`config.mk`:
```
export PLATFORM = sky130hd
export DESIGN_NAME = srq16_cfg
export DESIGN_NICKNAME = d
export VERILOG_FILES = /design/src/sv/setpoint_ramp_q16_core_macros.svh /design/src/sv/srq16_pkg.sv /design/src/sv/srq16_cfg.sv
export SDC_FILE = /design/constraint.sdc
export NUM_CORES = 1
export LEC_CHECK = 0
export ABC_CLOCK_PERIOD_IN_PS = 1850
export CORE_UTILIZATION = 39
export CTS_CLUSTER_DIAMETER = 40
export DETAILED_ROUTE_END_ITERATION = 12
export DONT_BUFFER_PORTS = 1
export SLEW_MARGIN = 10
export SYNTH_ARGS = -nofsm -noshare
export SYNTH_HDL_FRONTEND = slang
export SYNTH_SLANG_ARGS = --single-unit
```
`constraint.sdc`:
```
create_clock -name clk -period 1.85 [get_ports clk]
set_input_delay 0.37 -clock clk [delete_from_list [all_inputs] [get_ports clk]]
set_output_delay 0.37 -clock clk [all_outputs]
set_load 0.02 [all_outputs]
```
`src/sv/setpoint_ramp_q16_core_macros.svh`:
```
// ----------------------------------------------------------------------------
// Setpoint ramp assertion macros
// Shared concurrent assertion forms for the setpoint ramp core.
// ----------------------------------------------------------------------------
`ifndef SETPOINT_RAMP_Q16_CORE_MACROS_SVH
`define SETPOINT_RAMP_Q16_CORE_MACROS_SVH

// The consequent must hold in the same cycle as the antecedent.
`define SRQ16_ASSERT_IMP(label, clk, rst_n, ante, cons) \
    label: assert property (@(posedge clk) disable iff (!rst_n) (ante) |-> (cons)) \
        else $error("setpoint ramp assertion failed");

// The consequent must hold in the cycle after the antecedent.
`define SRQ16_ASSERT_NEXT(label, clk, rst_n, ante, cons) \
    label: assert property (@(posedge clk) disable iff (!rst_n) (ante) |=> (cons)) \
        else $error("setpoint ramp assertion failed");

`endif

```
`src/sv/srq16_pkg.sv`:
```
// ----------------------------------------------------------------------------
// Setpoint ramp package
// Widths, codes, controller states and shared helpers of the ramp core.
// ----------------------------------------------------------------------------
package srq16_pkg;

    localparam int FRAC_BITS  = 16;
    localparam int POS_W      = 48;
    localparam int VEL_W      = 32;
    localparam int LIM_W      = 31;
    localparam int UNIT_W     = 32;
    localparam int DIST_W     = 48;
    localparam int MUL_A_W    = 32;
    localparam int MUL_SPLIT  = 24;
    localparam int PP_W       = MUL_A_W + MUL_SPLIT;
    localparam int PROD_W     = MUL_A_W + DIST_W;
    localparam int RAD_W      = 64;
    localparam int ROOT_W     = RAD_W / 2;
    localparam int SQRT_STEPS = RAD_W / 2;
    localparam int CNT_W      = $clog2(SQRT_STEPS);
    localparam int CFG_IDX_W  = 2;
    localparam int CFG_DATA_W = 32;

    localparam logic ACT_ADVANCE = 1'b0;
    localparam logic ACT_RESTART = 1'b1;

    typedef enum logic [CFG_IDX_W-1:0] {
        CFG_MAX_VELOCITY     = 2'd0,
        CFG_MAX_ACCELERATION = 2'd1,
        CFG_START_POSITION   = 2'd2
    } cfg_index_t;

    typedef enum logic [2:0] {
        ST_IDLE,
        ST_MUL_LO,
        ST_MUL_HI,
        ST_SUM,
        ST_SQRT,
        ST_SPEED,
        ST_POS,
        ST_RESTART
    } state_t;

    typedef struct packed {
        logic capture;
        logic mul_lo;
        logic mul_hi;
        logic sum;
        logic sqrt_step;
        logic speed_upd;
        logic pos_upd;
        logic restart;
    } dp_cmd_t;

    // Whole units to Q units, sign-extended to the setpoint width.
    function automatic logic signed [POS_W-1:0] q_of_units(input logic signed [UNIT_W-1:0] u);
        logic signed [POS_W-1:0] ext;
        ext = POS_W'(u);
        return ext <<< FRAC_BITS;
    endfunction

endpackage

```
`src/sv/srq16_cfg.sv`:
```
// ----------------------------------------------------------------------------
// Setpoint ramp configuration registers
// Holds the velocity limit, the acceleration limit and the start position.
// ----------------------------------------------------------------------------
module srq16_cfg (
    input  logic                                     clk,
    input  logic                                     rst_n,
    input  logic                                     cfg_wr_en,
    input  logic [srq16_pkg::CFG_IDX_W-1:0]          cfg_index,
    input  logic [srq16_pkg::CFG_DATA_W-1:0]         cfg_data,
    output logic [srq16_pkg::LIM_W-1:0]              max_velocity,
    output logic [srq16_pkg::LIM_W-1:0]              max_acceleration,
    output logic signed [srq16_pkg::UNIT_W-1:0]      start_position
);

    logic [srq16_pkg::LIM_W-1:0]         max_vel_reg;
    logic [srq16_pkg::LIM_W-1:0]         max_acc_reg;
    logic signed [srq16_pkg::UNIT_W-1:0] start_pos_reg;

    always_ff @(posedge clk or negedge rst_n)
    begin
        if (!rst_n)
        begin
            max_vel_reg   <= srq16_pkg::LIM_W'(65536);
            max_acc_reg   <= srq16_pkg::LIM_W'(256);
            start_pos_reg <= '0;
        end
        else if (cfg_wr_en)
        begin
            case (cfg_index)
                srq16_pkg::CFG_MAX_VELOCITY:
                begin
                    max_vel_reg <= cfg_data[srq16_pkg::LIM_W-1:0];
                end
                srq16_pkg::CFG_MAX_ACCELERATION:
                begin
                    max_acc_reg <= cfg_data[srq16_pkg::LIM_W-1:0];
                end
                srq16_pkg::CFG_START_POSITION:
                begin
                    start_pos_reg <= cfg_data[srq16_pkg::UNIT_W-1:0];
                end
                default:
                begin
                end
            endcase
        end
    end

    assign max_velocity     = max_vel_reg;
    assign max_acceleration = max_acc_reg;
    assign start_position   = start_pos_reg;

endmodule

```
==> summary.md <==
| Metric | Value |
|---|---|
| Status | finished, violations left |
| Failing checks | negative hold slack |
| CP Max Fanout | 2 |
| Crit path capture type | output pin |
| Antenna violations before repair | 0 |
| Simple-Gate Fraction of Synth Area | 0.788% |
| R2R depth | 1 |
| Pleak | 1.63 nW |
| Largest net degree at the start of global routing | 95 |
| Vias in the first global route | 1,896 |
| Switching Power | 0.00160 W |
| Max Clk Rate | 757 MHz |
| Critical path class | reg -> out |
| Period minus WS final | 1.32 ns |
| Pwr dens | 1280 nW/µm² |
| Fin. max-slew vios | 0 |
| Critical Path Stages | 0 |
| Layout cells sized above 1 | 54.5% |
| Clock Path Buffers | 2 |
| YS warnings | 0 |
| Post-CTS resize count | 0 |
| Root Buffer | clkbuf_8 |
| Compound-Gate Fraction of Synth Area | 0% |
| XOR/XNOR share of the synthesized area | 0% |
| Final period utilization | 71.4% |
| Ys flop type | dfrtp_1 |
| Top cells by area, synth | dfrtp_1 66%, mux2_2 30%, dfstp_2 1.5% |
| Port Buf Inserts | 0 |
| HPWL after DPL | 4.17 mm |
| Congestion Overflow GR | 0 |
| Diode count | 0 |
| Worst-path clk slew | 0.09 ns |
| Initial DRC Count | 43 |
| Clock Skew | 0 ns |
| Flops & latches, synth | 94 |
| Final Setup Violations | 0 |
| Setup bufs post-CTS | 0 |
| Total power | 0.00488 W |
| Startpoint Class | flip-flop |
| Routed Antenna Nets | 0 |
| Hold Crit Class | in -> async |
| Synth Instances | 200 |
| Clock H-tree levels | 3 |
| Die ar. | 9340 µm² |
| Clk sinks | 94 |
| Post-synth EDFFs | 0 |
| Setup TNS | 0 ns |
| Number of remaining DRC errors | 0 |
| Via count | 1,692 |
| Most frequent cells after synthesis | 92 x dfrtp_1, 92 x mux2_2, 6 x buf_2, 3 x buf_4 |
| Die X | 96.6 µm |
| Worst path required time | 1.48 ns |
| Vias per cell | 5.30 |
| Adder-Cell Fraction of Synth Area | 0% |
| Non-filler cells in the finished layout | 319 |
| Clk pwr share | 25.5% |
| Worst slew pin tran | 0.264 ns |
| Slew headroom | 82.4% |
| Largest family of logic cells by synthesized area | multiplexers |
| Initial Util | 40.3% |
| TritonCTS Buffers | 9 |
| Power Internal | 0.00329 W |
| Clock latency on the worst-skew pair | 0.35 ns |
| Cell variety after synth | 8 |
| CTS tree | built |
| Mapped Nets | 237 |
| Total track usage | 14.4% |
| Drt wl/cell | 19.8 µm |
| Worst vdd ir | 0.000562 V |
| Arr. time, crit path | 0.95 ns |
| First-pass GRT wire length | 10.4 mm |
| Yosys top cell area share | 65.9% |
| Max Cap Viol | 0 |
| Comb power frac | 8.8% |
| Post-synthesis mux area share | 30.3% |
| Sequential power share | 65.7% |
| Hold Slack | -0.299 ns |
| Ys async rst share | 100% |
| Post-synthesis sequential area ratio | 67.4% |
| Area grow syn2layout | 9.31% |
| Total core area | 8680 µm² |
| Unrepaired setup endpoints after global routing | no |
| Die Y | 96.6 µm |
| I/O pin cnt | 131 |
| Mean Syn Cell Area | 17.5 µm² |
| Cells after DPL | 303 |
| Most area-hungry cell type in the Yosys netlist | dfrtp_1 |
| Total routed wirelength | 6.31 mm |
| Cell area after synthesis | 3490 µm² |
| Rows | 34 |
| RD Place Congestion | 0.666 |
| Nets@finish | 243 |
| Hold Fails Final Rpt | 94 |
| Switching Share | 32.7% |
| Pre-Repair DR Iteration Count | 4 |
## area by class of cell
class | instances | area (µm²)
Fill cell | 788 | 4860
Clock inverter | 6 | 43.8
Sequential cell | 94 | 2350
Multi-Input combinational cell | 97 | 1090
Tap cell | 108 | 135
Timing Repair Buffer | 4 | 55.1
Clock buffer | 10 | 138
## metrics by stage
step	cell area, µm²	worst slack, ns	util, %
after global routing	3820	0.469	44.0
after global placement	3640	0.528	41.9
after CTS	3820	0.497	44.0
after floorplan	3490	0.571	-
final	3820	0.528	44.0
after detailed placement	3640	0.510	41.9
## state kept, by name, summed over array words and instances, names as in the netlist
signal and flops:
start_position 32, max_acceleration 31, max_velocity 31
## worst paths after layout
path | start | to | slack [ns]
min in group clk | cfg_data[29] | max_velocity[29]$_DFFE_PN0P_ | 0.15
max in group asynchronous | rst_n | max_acceleration[8]$_DFFE_PN1P_ | 1.94
max reg2reg | max_velocity[28]$_DFFE_PN0P_ | max_velocity[28]$_DFFE_PN0P_ | 0.94
max | max_acceleration[8]$_DFFE_PN1P_ | max_acceleration[8] | 0.53
min | rst_n | start_position[20]$_DFFE_PN0P_ | -0.30
min reg2reg | max_velocity[29]$_DFFE_PN0P_ | max_velocity[29]$_DFFE_PN0P_ | 0.66
## routing by layer
layer	GRT usage, %	up-vias	part of all wire [%]
li1	-	722	-
met1	17.8	880	41
met2	21.8	82	48
met3	7.51	8	9.4
met4	4.48	0	1.2
met5	0	-	0
## logic make-up after synthesis
group                  count (synthesis)
and+or+nand+nor                        3
muxes                                 94
buffers and inverters                  9
DFF                                   94
## placed cells by master, fill, tap and decap left out
cell type	instances
mux2_1	2
clkbuf_8	10
clkinv_2	2
buf_12	2
mux2_2	92
buf_4	2
clkinvlp_4	1
nand3b_1	2
inv_6	3
dfstp_2	2
dfrtp_1	92
nor3b_4	1
## power groups by stage
stage,clock [W],combinational (W),sequential [W]
finish,0.00125,0.000428,0.00321
global route,0.00141,0.000470,0.00326
CTS,0.00131,0.000436,0.00322
detailed placement,0,0.000437,0.00326
global placement,0,0.000412,0.00326
floorplan,0,0.000385,0.00316
No activity file was read; power rests on OpenSTA's default activity.
