===== config.mk =====
export PLATFORM = sky130hd
export DESIGN_NAME = srq16_ctrl
export DESIGN_NICKNAME = d
export VERILOG_FILES = /design/src/sv/srq16_pkg.sv /design/src/sv/srq16_ctrl.sv
export VERILOG_INCLUDE_DIRS = /design/src /design/src/sv
export SDC_FILE = /design/constraint.sdc
export NUM_CORES = 1
export LEC_CHECK = 0
export ABC_CLOCK_PERIOD_IN_PS = 4300
export BUFFER_PORTS_ARGS = -buffer_cell sky130_fd_sc_hd__buf_2
export CORE_AREA = 2 2 46 48
export CTS_BUF_LIST = sky130_fd_sc_hd__clkbuf_4 sky130_fd_sc_hd__clkbuf_8 sky130_fd_sc_hd__clkbuf_16
export DETAILED_ROUTE_END_ITERATION = 10
export DIE_AREA = 0 0 48 50
export GPL_TIMING_DRIVEN = 0
export MAX_ROUTING_LAYER = met4
export PLACE_DENSITY_LB_ADDON = 0.3
export SLEW_MARGIN = 40
export SYNTH_ARGS = -nofsm -noshare
export SYNTH_HDL_FRONTEND = slang
export SYNTH_SLANG_ARGS = --single-unit

===== constraint.sdc =====
create_clock -name clk -period 4.3 [get_ports clk]
set_input_delay 1.29 -clock clk [delete_from_list [all_inputs] [get_ports clk]]
set_output_delay 1.29 -clock clk [all_outputs]
set_load 0.005 [all_outputs]

===== src/sv/setpoint_ramp_q16_core_macros.svh =====
// ----------------------------------------------------------------------------
// Setpoint ramp assertion macros
// Shared concurrent assertion forms for the setpoint ramp core.
// ----------------------------------------------------------------------------
`ifndef SETPOINT_RAMP_Q16_CORE_MACROS_SVH
`define SETPOINT_RAMP_Q16_CORE_MACROS_SVH

// The consequent must hold in the same cycle as the antecedent.
`define SRQ16_ASSERT_IMP(label, clk, rst_n, ante, cons) \
    label: assert property (@(posedge clk) disable iff (!rst_n) (ante) |-> (cons)) \
        else $error("setpoint ramp assertion failed");

// The consequent must hold in the cycle after the antecedent.
`define SRQ16_ASSERT_NEXT(label, clk, rst_n, ante, cons) \
    label: assert property (@(posedge clk) disable iff (!rst_n) (ante) |=> (cons)) \
        else $error("setpoint ramp assertion failed");

`endif


===== src/sv/srq16_pkg.sv =====
// ----------------------------------------------------------------------------
// Setpoint ramp package
// Widths, codes, controller states and shared helpers of the ramp core.
// ----------------------------------------------------------------------------
package srq16_pkg;

    localparam int FRAC_BITS  = 16;
    localparam int POS_W      = 48;
    localparam int VEL_W      = 32;
    localparam int LIM_W      = 31;
    localparam int UNIT_W     = 32;
    localparam int DIST_W     = 48;
    localparam int MUL_A_W    = 32;
    localparam int MUL_SPLIT  = 24;
    localparam int PP_W       = MUL_A_W + MUL_SPLIT;
    localparam int PROD_W     = MUL_A_W + DIST_W;
    localparam int RAD_W      = 64;
    localparam int ROOT_W     = RAD_W / 2;
    localparam int SQRT_STEPS = RAD_W / 2;
    localparam int CNT_W      = $clog2(SQRT_STEPS);
    localparam int CFG_IDX_W  = 2;
    localparam int CFG_DATA_W = 32;

    localparam logic ACT_ADVANCE = 1'b0;
    localparam logic ACT_RESTART = 1'b1;

    typedef enum logic [CFG_IDX_W-1:0] {
        CFG_MAX_VELOCITY     = 2'd0,
        CFG_MAX_ACCELERATION = 2'd1,
        CFG_START_POSITION   = 2'd2
    } cfg_index_t;

    typedef enum logic [2:0] {
        ST_IDLE,
        ST_MUL_LO,
        ST_MUL_HI,
        ST_SUM,
        ST_SQRT,
        ST_SPEED,
        ST_POS,
        ST_RESTART
    } state_t;

    typedef struct packed {
        logic capture;
        logic mul_lo;
        logic mul_hi;
        logic sum;
        logic sqrt_step;
        logic speed_upd;
        logic pos_upd;
        logic restart;
    } dp_cmd_t;

    // Whole units to Q units, sign-extended to the setpoint width.
    function automatic logic signed [POS_W-1:0] q_of_units(input logic signed [UNIT_W-1:0] u);
        logic signed [POS_W-1:0] ext;
        ext = POS_W'(u);
        return ext <<< FRAC_BITS;
    endfunction

endpackage


===== src/sv/srq16_ctrl.sv =====
// ----------------------------------------------------------------------------
// Setpoint ramp controller
// Sequences the multiply, square root, speed and position steps of an advance
// item, or the restart step, and owns the input and output handshakes.
// ----------------------------------------------------------------------------
`include "setpoint_ramp_q16_core_macros.svh"

module srq16_ctrl (
    input  logic                clk,
    input  logic                rst_n,
    input  logic                in_valid,
    input  logic                action,
    input  logic                out_ready,
    output logic                in_ready,
    output logic                out_valid,
    output srq16_pkg::dp_cmd_t  cmd
);

    srq16_pkg::state_t               state_reg;
    srq16_pkg::state_t               state_next;
    logic [srq16_pkg::CNT_W-1:0]     cnt_reg;
    logic [srq16_pkg::CNT_W-1:0]     cnt_next;
    logic                            out_valid_reg;
    logic                            out_valid_next;
    logic                            slot_free;

    always_ff @(posedge clk or negedge rst_n)
    begin
        if (!rst_n)
        begin
            state_reg     <= srq16_pkg::ST_IDLE;
            cnt_reg       <= '0;
            out_valid_reg <= 1'b0;
        end
        else
        begin
            state_reg     <= state_next;
            cnt_reg       <= cnt_next;
            out_valid_reg <= out_valid_next;
        end
    end

    assign slot_free = !out_valid_reg || out_ready;

    always_comb
    begin
        state_next     = state_reg;
        cnt_next       = cnt_reg;
        out_valid_next = out_valid_reg && !out_ready;
        cmd            = '0;
        in_ready       = 1'b0;
        case (state_reg)
            srq16_pkg::ST_IDLE:
            begin
                in_ready = 1'b1;
                if (in_valid)
                begin
                    if (action == srq16_pkg::ACT_RESTART)
                    begin
                        state_next = srq16_pkg::ST_RESTART;
                    end
                    else
                    begin
                        cmd.capture = 1'b1;
                        state_next  = srq16_pkg::ST_MUL_LO;
                    end
                end
            end
            srq16_pkg::ST_MUL_LO:
            begin
                cmd.mul_lo = 1'b1;
                state_next = srq16_pkg::ST_MUL_HI;
            end
            srq16_pkg::ST_MUL_HI:
            begin
                cmd.mul_hi = 1'b1;
                state_next = srq16_pkg::ST_SUM;
            end
            srq16_pkg::ST_SUM:
            begin
                cmd.sum    = 1'b1;
                cnt_next   = '0;
                state_next = srq16_pkg::ST_SQRT;
            end
            srq16_pkg::ST_SQRT:
            begin
                cmd.sqrt_step = 1'b1;
                cnt_next      = cnt_reg + 1'b1;
                if (cnt_reg == srq16_pkg::CNT_W'(srq16_pkg::SQRT_STEPS - 1))
                begin
                    state_next = srq16_pkg::ST_SPEED;
                end
            end
            srq16_pkg::ST_SPEED:
            begin
                cmd.speed_upd = 1'b1;
                state_next    = srq16_pkg::ST_POS;
            end
            srq16_pkg::ST_POS:
            begin
                if (slot_free)
                begin
                    cmd.pos_upd    = 1'b1;
                    out_valid_next = 1'b1;
                    state_next     = srq16_pkg::ST_IDLE;
                end
            end
            srq16_pkg::ST_RESTART:
            begin
                if (slot_free)
                begin
                    cmd.restart    = 1'b1;
                    out_valid_next = 1'b1;
                    state_next     = srq16_pkg::ST_IDLE;
                end
            end
            default:
            begin
                state_next = srq16_pkg::ST_IDLE;
            end
        endcase
    end

    assign out_valid = out_valid_reg;

    `SRQ16_ASSERT_NEXT(a_advance_starts_mul, clk, rst_n, state_reg == srq16_pkg::ST_IDLE && in_valid && action == srq16_pkg::ACT_ADVANCE, state_reg == srq16_pkg::ST_MUL_LO)
    `SRQ16_ASSERT_NEXT(a_sqrt_length, clk, rst_n, state_reg == srq16_pkg::ST_SQRT && cnt_reg == srq16_pkg::CNT_W'(srq16_pkg::SQRT_STEPS - 1), state_reg == srq16_pkg::ST_SPEED)
    `SRQ16_ASSERT_NEXT(a_wait_for_slot, clk, rst_n, (state_reg == srq16_pkg::ST_POS || state_reg == srq16_pkg::ST_RESTART) && out_valid_reg && !out_ready, $stable(state_reg))
    `SRQ16_ASSERT_IMP(a_result_source, clk, rst_n, $rose(out_valid_reg), $past(state_reg) == srq16_pkg::ST_POS || $past(state_reg) == srq16_pkg::ST_RESTART)

endmodule


==> run_results.csv <==
group,metric,value,unit
floorplanning,die_area,2400,µm²
grt,grtUsageTotal,0.113,
pwr,cellPowerDensity,703,nW/µm²
worst_setup_path,crit_arrival,1.88,ns
route,ant_nets,0,
placed_design,dpl_cell_area,639,µm²
route,drt-total-wl,1.12,mm
floorplanning,die_x,48,µm
sta,fin_crit,3.17,ns
floorplanning,io_pins,15,
grt,grt_pass1_wl,1.86,mm
floorplanning,start_util,0.282,
sta,hold_viol_final,0,
grt,antenna_found_initial,0,
worst_setup_path,crit_end,"cmd[1]",
sta,drv_slew,0,
worst_setup_path,crit_fanout,5,
route,num_vias,459,
cells_and_area,largest_reg_flops,5,
clocking,worstSkewPairLatency,0.26,ns
logic_synthesis,netlist_instances,54,
flow_run,maxCapViolations,0,
worst_setup_path,crit_start,"out_ready",
cells_and_area,final_cell_mix,"buf_2, dfrtp_1, nor2_1",
logic_synthesis,ys_seq_area_frac,0.421,
sta,setup_viol,0,
clocking,post-cts-setup-buffers,0,
route,dr.pass1.iters,3,
pwr,power,470,µW
worst_setup_path,rrSetupSlack,2.65,ns
floorplanning,num_rows,16,
pwr,p_leak,0.349,nW
logic_synthesis,ys_warn_count,0,
clocking,post_cts_resized,0,
logic_synthesis,syn_area,536,µm²
grt,grt_max_degree,11,
worst_setup_path,start_kind,"input pin",
logic_synthesis,syn_area_per_cell,9.92,µm²
route,post-route-drc-count,0,
cells_and_area,layout_commonest_cell,"buf_2",
clocking,cts_tree,"yes",
route,drtIter0Drc,8,
logic_synthesis,synth.net_count,61,
placed_design,portBuffers,14,
cells_and_area,drive_gt1_frac,0.347,
sta,rsz0062_at_grt,"no",
grt,grt_pass1_vias,437,
worst_setup_path,crit_path_end_kind,"output pin",
cells_and_area,layout.nets,80,
grt,overflow,0,
clocking,cts_hold_buffers,0,
sta,slew_headroom,0.720,
worst_setup_path,cpPeakStageDelay,0.20,ns
worst_setup_path,cp_common_cell,"buf_2",
pwr,peakVddDrop,0.206,mV
floorplanning,coreArea,1900,µm²
worst_setup_path,reg2reg_depth,5,
clocking,cts_made_buffers,3,
placed_design,place_hpwl,813,µm
sta,fin_crit_sh,0.737,
sta,worst_pin_slew,0.409,ns
clocking,clk_path_buf_depth,2,
cells_and_area,syn_to_final_growth,25.0,%
worst_setup_path,r2r_start,"cnt_reg[0]",
run_status,outcome,"completed",
clocking,clk_pin_slew_worst_paths,0.06,ns
worst_setup_path,crit_type,"input pin to output pin",
clocking,cts.sinks,9,
floorplanning,die_y,50,µm
route,wl_per_cell,11.3,µm
route,vias_per_cell,4.64,
sta,setup_tns,0,ns
sta,fmax,0.316,GHz
worst_setup_path,cpMaxStageDelayCell,"nand2b_1",
placed_design,globalplace.congestion,0.778,
min_path,min_path_type,"register to register",
clocking,cts_max_level,1,
logic_synthesis,synth.distinct_cells,29,
cells_and_area,fin_area,669,µm²
worst_setup_path,cp_cell_sequence,"buf_2 -> nand2b_1 -> nand3_1 -> nor2_1 -> buf_2",
logic_synthesis,ys_ff_latch,9,
worst_setup_path,critPathRequiredTime,3.01,ns
clocking,cts-root-buf,"clkbuf_4",
cells_and_area,antenna_cells,0,
sta,skew,0.00403,ns
worst_setup_path,r2r-end,"state_reg[2]",
-- logic make-up after synthesis --
group | synth area share
simple gates | 0.259
compound gates | 0.157
flops | 0.421
buf+inv | 0.0584
mux | 0.0584
fa+ha+maj | 0.0467
-- power breakdown --
group          switching [mW]  internal, mW  total [mW]
Clock                  0.0301        0.0421      0.0722
Sequential             0.0340         0.122       0.156
Combinational           0.123         0.119       0.242
-- cell type report --
type / count / area [µm²]
plain buffers: 3 / 23.8
clock buffers: 4 / 30.0
fillers: 205 / 1230
inverters: 2 / 7.51
multi-input cells: 40 / 279
flip-flops and latches: 9 / 225
well taps: 27 / 33.8
repair buffers: 14 / 70.1
-- critical path: cells and delay by family --
kind / cells / cell delay, ns
simple gates: 3 / 0.37
buf+inv: 2 / 0.21
-- how the worst min path moves through the flow --
stage,start,cells past startpoint,to,slack [ns]
floorplan,cnt_reg[3],1,cnt_reg[3],0.43
global placement,cnt_reg[3],1,cnt_reg[3],0.46
detailed placement,cnt_reg[3],1,cnt_reg[3],0.47
CTS,cnt_reg[3],1,cnt_reg[3],0.49
global route,cnt_reg[3],1,cnt_reg[3],0.53
finish,cnt_reg[3],1,cnt_reg[3],0.48
-- cell usage after synthesis --
master,number,area share
buf_6,1,0.021
and3_1,2,0.023
o21ai_1,1,0.0093
inv_1,2,0.014
nand2_1,4,0.028
nor2_1,6,0.042
or3_1,1,0.012
mux2_2,1,0.021
a211o_1,1,0.016
a21oi_1,1,0.0093
o211ai_1,2,0.028
buf_2,1,0.0093
and3b_2,1,0.019
a22o_1,3,0.049
dfrtp_1,9,0.42
nand2b_1,3,0.035
o2bb2a_1,1,0.019
ha_1,2,0.047
buf_4,1,0.014
nor2b_1,1,0.012
o21ai_0,1,0.0093
nor4_1,1,0.012
mux2i_1,2,0.037
nor3b_4,1,0.035
nor2_2,1,0.012
nand3_1,1,0.0093
nand4_1,1,0.012
a2111oi_0,1,0.016
nor3_1,1,0.0093
-- stage by stage --
stage | std cells | hold WS, ns | worst slack [ns] | utilization
floorplan | 54 | 0.431 | 1.36 | -
global placement | 95 | 0.459 | 1.12 | 0.336
detailed placement | 95 | 0.469 | 1.12 | 0.336
CTS | 99 | 0.486 | 1.12 | 0.352
global route | 99 | 0.530 | 1.08 | 0.352
finish | 99 | 0.483 | 1.13 | 0.352
-- metal layers --
metal	vias up	part of all wire	global-route usage
li1	231	-	-
met1	222	0.47	0.145
met2	4	0.50	0.158
met3	2	0.013	0.0110
met4	0	0.013	0.0811
met5	-	0	-
(Power assumes the default switching activity.)
